==> config.mk <==
export PLATFORM = sky130hd
export DESIGN_NAME = lru_data_eviction_tracker
export DESIGN_NICKNAME = d
export VERILOG_FILES = /design/src/rtl/core/ldet_pkg.sv /design/src/rtl/core/lru_data_eviction_tracker.sv
export SDC_FILE = /design/constraint.sdc
export NUM_CORES = 1
export LEC_CHECK = 0
export BUFFER_PORTS_ARGS = -buffer_cell sky130_fd_sc_hd__buf_2
export CAP_MARGIN = 20
export CORE_MARGIN = 2
export CORE_UTILIZATION = 40
export CTS_BUF_LIST = sky130_fd_sc_hd__clkbuf_8
export CTS_CLUSTER_SIZE = 10
export DETAILED_ROUTE_END_ITERATION = 16
export PLACE_DENSITY_LB_ADDON = 0.2
export REMOVE_ABC_BUFFERS = 1
export SLEW_MARGIN = 20
export SYNTH_ARGS = -nofsm -noshare
export SYNTH_HDL_FRONTEND = slang
export SYNTH_SLANG_ARGS = --single-unit
==> constraint.sdc <==
create_clock -name clk -period 5.47 [get_ports clk]
set_clock_uncertainty 0.05 [all_clocks]
set_input_delay 1.094 -clock clk [delete_from_list [all_inputs] [get_ports clk]]
set_output_delay 1.094 -clock clk [all_outputs]
set_load 0.02 [all_outputs]
==> src/rtl/core/ldet_pkg.sv <==
// Shared types and field widths for the LRU data eviction tracker.
`default_nettype none

package ldet_pkg;

  localparam int ENTRY_W = 16;  // entry_index / evict_index field width
  localparam int CFG_W   = 5;   // cache_size register width

  localparam logic KIND_TOUCH = 1'b0;
  localparam logic KIND_CLEAR = 1'b1;

  typedef struct packed {
    logic               kind;
    logic [ENTRY_W-1:0] entry_index;
    logic               has_data;
  } ldet_in_t;

  typedef struct packed {
    logic               was_listed;
    logic               evict_valid;
    logic [ENTRY_W-1:0] evict_index;
  } ldet_out_t;

endpackage

`default_nettype wire

==> src/rtl/core/lru_data_eviction_tracker.sv <==
// LRU replacement list: move-to-front recency list with back-of-list eviction.
//
//   channel | ports                          | beat taken when
//   --------+--------------------------------+---------------------------
//   input   | start, busy, in_item           | start && !busy
//   result  | out_valid, out_item            | out_valid (one cycle)
//   config  | cfg_valid, cfg_ready, cfg_data | cfg_valid && cfg_ready
//
// A clear does not leave idle; its result shows the next cycle and busy stays low.
// A touch with a list of n entries searches up to n slots, one by one, for the index,
// then decides; if it lists the entry, it moves each slot down one place, writes the
// front slot and, if the back entry is evicted, reports that in a step of its own.
// All of it runs through one comparator and the list memory (one read port,
// one write port).
// rst_n is synchronous; it empties the list and sets cache_size to zero.
// The result is shown for exactly one cycle and cannot be stalled.
`default_nettype none

module lru_data_eviction_tracker #(
  parameter int MAX_CACHE  = 16,
  parameter int INDEX_BITS = 16
) (
  input  wire                     clk,
  input  wire                     rst_n,
  input  wire                     start,
  output logic                    busy,
  input  ldet_pkg::ldet_in_t      in_item,
  output logic                    out_valid,
  output ldet_pkg::ldet_out_t     out_item,
  input  wire                     cfg_valid,
  output logic                    cfg_ready,
  input  wire [ldet_pkg::CFG_W-1:0] cfg_data
);
  import ldet_pkg::*;

  localparam int DEPTH = MAX_CACHE + 1;
  localparam int AW    = $clog2(DEPTH);
  localparam int CW    = $clog2(DEPTH + 1);

  typedef enum logic [5:0] {
    S_IDLE   = 6'b000001,
    S_SEARCH = 6'b000010,
    S_DECIDE = 6'b000100,
    S_SHIFT  = 6'b001000,
    S_PUSH   = 6'b010000,
    S_EVICT  = 6'b100000
  } state_t;

  state_t                  state_r, state_nxt;
  logic [AW-1:0]           ptr_r, ptr_nxt;
  logic [CW-1:0]           count_r, count_nxt;
  logic                    found_r, found_nxt;
  logic [INDEX_BITS-1:0]   idx_r, idx_nxt;
  logic                    has_data_r, has_data_nxt;
  logic [CFG_W-1:0]        cache_size_r;
  logic                    out_valid_r, out_valid_nxt;
  ldet_out_t               out_item_r, out_item_nxt;

  logic [INDEX_BITS-1:0]   list_mem [DEPTH];
  logic [INDEX_BITS-1:0]   rd_data_r;
  logic [AW-1:0]           rd_addr;
  logic                    mem_we;
  logic [AW-1:0]           mem_wa;
  logic [INDEX_BITS-1:0]   mem_wd;

  logic [CW-1:0]           limit;
  logic                    in_beat;

  assign busy      = (state_r != S_IDLE);
  assign cfg_ready = !busy;
  assign out_valid = out_valid_r;
  assign out_item  = out_item_r;
  assign in_beat   = start && !busy;

  // cache sizes above MAX_CACHE saturate
  always_comb begin
    if (32'(cache_size_r) > MAX_CACHE) begin
      limit = CW'(MAX_CACHE);
    end else begin
      limit = CW'(cache_size_r);
    end
  end

  always_ff @(posedge clk) begin
    if (mem_we) begin
      list_mem[mem_wa] <= mem_wd;
    end
    rd_data_r <= list_mem[rd_addr];
  end

  always_comb begin
    logic [AW-1:0] shift_end;
    shift_end     = '0;
    state_nxt     = state_r;
    ptr_nxt       = ptr_r;
    count_nxt     = count_r;
    found_nxt     = found_r;
    idx_nxt       = idx_r;
    has_data_nxt  = has_data_r;
    out_valid_nxt = 1'b0;
    out_item_nxt  = out_item_r;
    mem_we        = 1'b0;
    mem_wa        = '0;
    mem_wd        = idx_r;
    rd_addr       = '0;
    case (state_r)
      S_IDLE: begin
        if (in_beat) begin
          if (in_item.kind == KIND_CLEAR) begin
            count_nxt     = '0;
            out_valid_nxt = 1'b1;
            out_item_nxt  = '0;
          end else begin
            idx_nxt      = INDEX_BITS'(in_item.entry_index);
            has_data_nxt = in_item.has_data;
            found_nxt    = 1'b0;
            ptr_nxt      = '0;
            state_nxt    = (count_r == '0) ? S_DECIDE : S_SEARCH;
          end
        end
      end
      S_SEARCH: begin
        rd_addr = ptr_r + AW'(1);
        if (rd_data_r == idx_r) begin
          found_nxt = 1'b1;        // ptr_r keeps the hit slot
          state_nxt = S_DECIDE;
        end else if (CW'(ptr_r) + CW'(1) == count_r) begin
          state_nxt = S_DECIDE;
        end else begin
          ptr_nxt = ptr_r + AW'(1);
        end
      end
      S_DECIDE: begin
        if (limit != '0 && has_data_r) begin
          if (found_r) begin
            shift_end = ptr_r;
          end else begin
            shift_end = AW'(count_r);
            count_nxt = count_r + CW'(1);
          end
          if (shift_end == '0) begin
            state_nxt = S_PUSH;
          end else begin
            ptr_nxt   = shift_end;
            rd_addr   = shift_end - AW'(1);
            state_nxt = S_SHIFT;
          end
        end else begin
          out_valid_nxt = 1'b1;
          out_item_nxt  = '{was_listed: found_r, evict_valid: 1'b0, evict_index: '0};
          state_nxt     = S_IDLE;
        end
      end
      S_SHIFT: begin
        // slot ptr takes slot ptr-1, read in the previous cycle
        mem_we  = 1'b1;
        mem_wa  = ptr_r;
        mem_wd  = rd_data_r;
        rd_addr = ptr_r - AW'(2);
        if (ptr_r == AW'(1)) begin
          state_nxt = S_PUSH;
        end else begin
          ptr_nxt = ptr_r - AW'(1);
        end
      end
      S_PUSH: begin
        mem_we  = 1'b1;
        mem_wa  = '0;
        mem_wd  = idx_r;
        rd_addr = AW'(count_r - CW'(1));
        if (count_r > limit) begin
          state_nxt = S_EVICT;
        end else begin
          out_valid_nxt = 1'b1;
          out_item_nxt  = '{was_listed: found_r, evict_valid: 1'b0, evict_index: '0};
          state_nxt     = S_IDLE;
        end
      end
      S_EVICT: begin
        out_valid_nxt = 1'b1;
        out_item_nxt  = '{was_listed: found_r, evict_valid: 1'b1,
                          evict_index: ENTRY_W'(rd_data_r)};
        count_nxt     = count_r - CW'(1);
        state_nxt     = S_IDLE;
      end
      default: begin
        state_nxt = S_IDLE;
      end
    endcase
  end

  always_ff @(posedge clk) begin
    if (!rst_n) begin
      state_r      <= S_IDLE;
      count_r      <= '0;
      cache_size_r <= '0;
      out_valid_r  <= 1'b0;
    end else begin
      state_r     <= state_nxt;
      count_r     <= count_nxt;
      out_valid_r <= out_valid_nxt;
      if (cfg_valid && cfg_ready) begin
        cache_size_r <= cfg_data;
      end
    end
  end

  always_ff @(posedge clk) begin
    ptr_r      <= ptr_nxt;
    found_r    <= found_nxt;
    idx_r      <= idx_nxt;
    has_data_r <= has_data_nxt;
    out_item_r <= out_item_nxt;
  end

`ifndef NO_ASSERTIONS
  a_idle_count: assert property (@(posedge clk) disable iff (!rst_n)
    state_r == S_IDLE |-> count_r <= CW'(MAX_CACHE))
    else $error("list longer than MAX_CACHE between items");

  a_evict_src: assert property (@(posedge clk) disable iff (!rst_n)
    out_valid_r && out_item_r.evict_valid |-> $past(state_r) == S_EVICT)
    else $error("eviction reported outside the evict step");

  a_no_evict_zero: assert property (@(posedge clk) disable iff (!rst_n)
    out_valid_r && !out_item_r.evict_valid |-> out_item_r.evict_index == '0)
    else $error("evict_index nonzero without eviction");

  a_shift_ptr: assert property (@(posedge clk) disable iff (!rst_n)
    state_r == S_SHIFT |-> ptr_r != '0 && CW'(ptr_r) < count_r)
    else $error("shift pointer outside the list");
`endif

endmodule

`default_nettype wire

==> run summary <==
Status = completed
Width of the die = 196 um
Pre-antenna DRT Iters = 5
Slew HR = 0.252
Final hold vios = 0
Flops & latches, synth = 346
Synth Warn # = 0
Top cell type by total area after synthesis = edfxtp_1
MaxCap Viol Count = 0
Top_reg_cell synth = edfxtp_1
Nature of the critical path endpoint = flip-flop
Vias = 9707
Worst reg2reg startpoint = ptr_r[0]
Cells after Synth = 1109
Layout Area Growth over Synthesis = 12.5%
Most frequent CP cell = nand4_1
Share of layout cells above drive strength 1 = 0.160
DRC violations left = 0
Final design utilization = 0.455
Switch share = 0.303
PortBufs = 47
Worst skew pair latency = 630 ps
Switch Pwr = 1.92 mW
CTS Sinks = 346
Setup TNS = 0 ps
Setup crit start = ptr_r[0]
H-tree levels = 2
Hold Buf Count CTS = 0
Worst EP required = 5910 ps
Final slew viol count = 0
Crit-path max FO = 16
Remaining antenna violation count after routing = 0
Initial DRC count = 783
Fmax = 259 MHz
Worst-path cell chain = mux2i_1 -> ha_1 -> o211a_1 -> or4_1 -> a211oi_4 -> o211ai_1 -> nand4_1 -> nand4_1
Die footprint = 38400 um^2
Final wirelength = 40.7 mm
WL per Instance = 24.2 um
Worst min path class = reg2reg
Synth top area cells = edfxtp_1, dfxtp_1, nand2_1
Min-delay src = list_mem[16][10]
Initial Utilization = 0.405
Clk root buf = clkbuf_8
# IOs = 48
Seq/Total Area, Yosys = 0.682
DPL Wire Length = 23.5 mm
Combinational share of power = 0.168
Core Area = 36400 um^2
Post-synth top area share = 0.637
Total CTS buffers = 55
Synthesized area = 14800 um^2
CP arrival = 4300 ps
Tot GR Track Use = 0.214
Crit path kind = reg2reg
First-pass GRT wire length = 61.3 mm
ANT cells = 0
Mapped Avg Cell Area = 13.3 um^2
Final setup violation count = 0
CTS tree = yes
RSZ-0062 raised after global routing = false
Vias in the first global route = 9919
Critical path's slowest cell = a211oi_4
Worst VDD drop = 0.000203 V
GPL Wtd Cong = 0.895
Worst Tran Pin Value = 1120 ps
EDFF count, synth = 313
Via/cell ratio = 5.76
Die Y-Extent = 196 um
Max incr delay on CP = 900 ps
NumNets Final = 1211
Static Leak = 5.70 nW
Setup repair bufs after CTS = 0
Longest Clk Path Bufs = 3
Sequential power share = 0.512
Tmin final = 3860 ps
Final Cycle Share = 0.706
Worst setup SP type = flip-flop
Clk pwr share = 0.321
Grt total ovfl = 0
Largest net degree at the start of global routing = 66
FFs w/ async S/R, synth = 0
P_int = 4.42 mW
Clock slew at reported path FFs = 60 ps
Power Density = 382 nW/um^2
CTS resizes = 0
Yosys cell types = 73
Antenna violations before repair = 0
Site Rows = 70
## synthesized netlist by cell type (3+ instances only)
cell type and count:
a2111oi_0 7, a211oi_1 16, a21oi_1 19, a221o_1 3, a221oi_1 3, a22oi_1 3
a311o_1 16, a311oi_1 15, and2_1 19, and3_1 20, buf_1 4, buf_2 8
buf_4 3, clkbuf_1 56, dfxtp_1 33, edfxtp_1 313, ha_1 14, inv_1 25
mux2_2 4, mux2i_1 10, mux4_2 13, nand2_1 134, nand2b_1 3, nand3_1 67
nand3b_1 5, nand4_1 47, nand4b_1 3, nor2_1 36, nor2b_1 3, nor3_1 11
nor4_1 8, o211a_1 5, o211ai_1 18, o21a_1 3, o21ai_0 71, o22ai_1 6
or2_1 3, or4_1 5, xnor2_1 24, xor2_1 9
## state kept, by name, summed over array words and instances, names as in the netlist
register	cells
state_r	6
found_r	1
idx_r	16
list_mem	272
has_data_r	1
count_r	5
ptr_r	5
cache_size_r	5
out_item	18
rd_data_r	16
out_valid	1
## power by group through the flow
| stage | Sequential, mW | Clock [mW] | Combinational, mW |
|---|---|---|---|
| floorplan | 3.27 | 0 | 0.653 |
| global placement | 3.30 | 0 | 1.04 |
| detailed placement | 3.30 | 0 | 1.05 |
| CTS | 3.24 | 2.08 | 1.06 |
| global route | 3.26 | 2.19 | 1.16 |
| finish | 3.24 | 2.03 | 1.06 |
## area by class of cell
class	instances	area [um^2]
inverter	27	101
clock buffer	56	771
tap	468	586
sequential	346	10100
fill	3293	19800
multi-input combinational	662	4370
timing repair buffer	78	475
clock inverter	47	230
## per-stage QoR
| stage | setup slack (ps) | total power [mW] | instance area, um^2 | cells | hold WS (ps) |
|---|---|---|---|---|---|
| finish | 1610 | 6.34 | 16600 | 1684 | 394 |
| global route | 1420 | 6.62 | 16600 | 1684 | 423 |
| CTS | 1650 | 6.39 | 16600 | 1682 | 395 |
| detailed placement | 1670 | 4.35 | 15600 | 1579 | 381 |
| global placement | 1740 | 4.34 | 15600 | 1579 | 380 |
| floorplan | 301 | 3.92 | 14400 | 1035 | 371 |
## layer usage
layer  track usage  up-vias  routed length, um
li1              -     4410                  -
met2         0.354      335              19500
met1         0.287     4873              17300
met3        0.0359       89               2660
met5             0        -                  0
met4        0.0780        0               1210
## placed cells by master, fill, tap and decap left out, types with 22 or more instances in the layout
cell      count
nand4_1      47
o21ai_0      71
inv_1        41
edfxtp_1    313
buf_4        29
xnor2_1      24
nand3_1      67
buf_2        47
clkinv_1     22
nand2_1     133
clkbuf_8     56
nor2_1       32
dfxtp_1      33
## kinds of logic (layout without fill, tap and decap cells)
logic type,count (synthesis),in the layout,synth area share
AND/OR/NAND/NOR,380,380,0.130
flip-flops,346,346,0.682
AO/OA/AOI/OAI,208,208,0.0989
buffers and inverters,101,208,0.0282
XOR/XNOR,33,33,0.0196
multiplexers,27,27,0.0297
adder cells (fa/ha/maj),14,14,0.0119
## worst max-delay path, delay by kind of cell, from the launching register on
family	cells	cell delay (ps)
adder cells (fa/ha/maj)	1	330
multiplexers	1	300
flip-flops	1	760
AO/OA/AOI/OAI	3	1320
AND/OR/NAND/NOR	3	970
## final timing paths
path / depth (start not counted) / slack [ps] / endpoint
hold / removal: 2 / 390 / rd_data_r[10]
setup reg to reg: 8 / 1610 / rd_data_r[7]
hold reg to reg: 2 / 390 / rd_data_r[10]
setup / recovery: 8 / 1610 / rd_data_r[7]
Power figures use the tool's default switching activity.
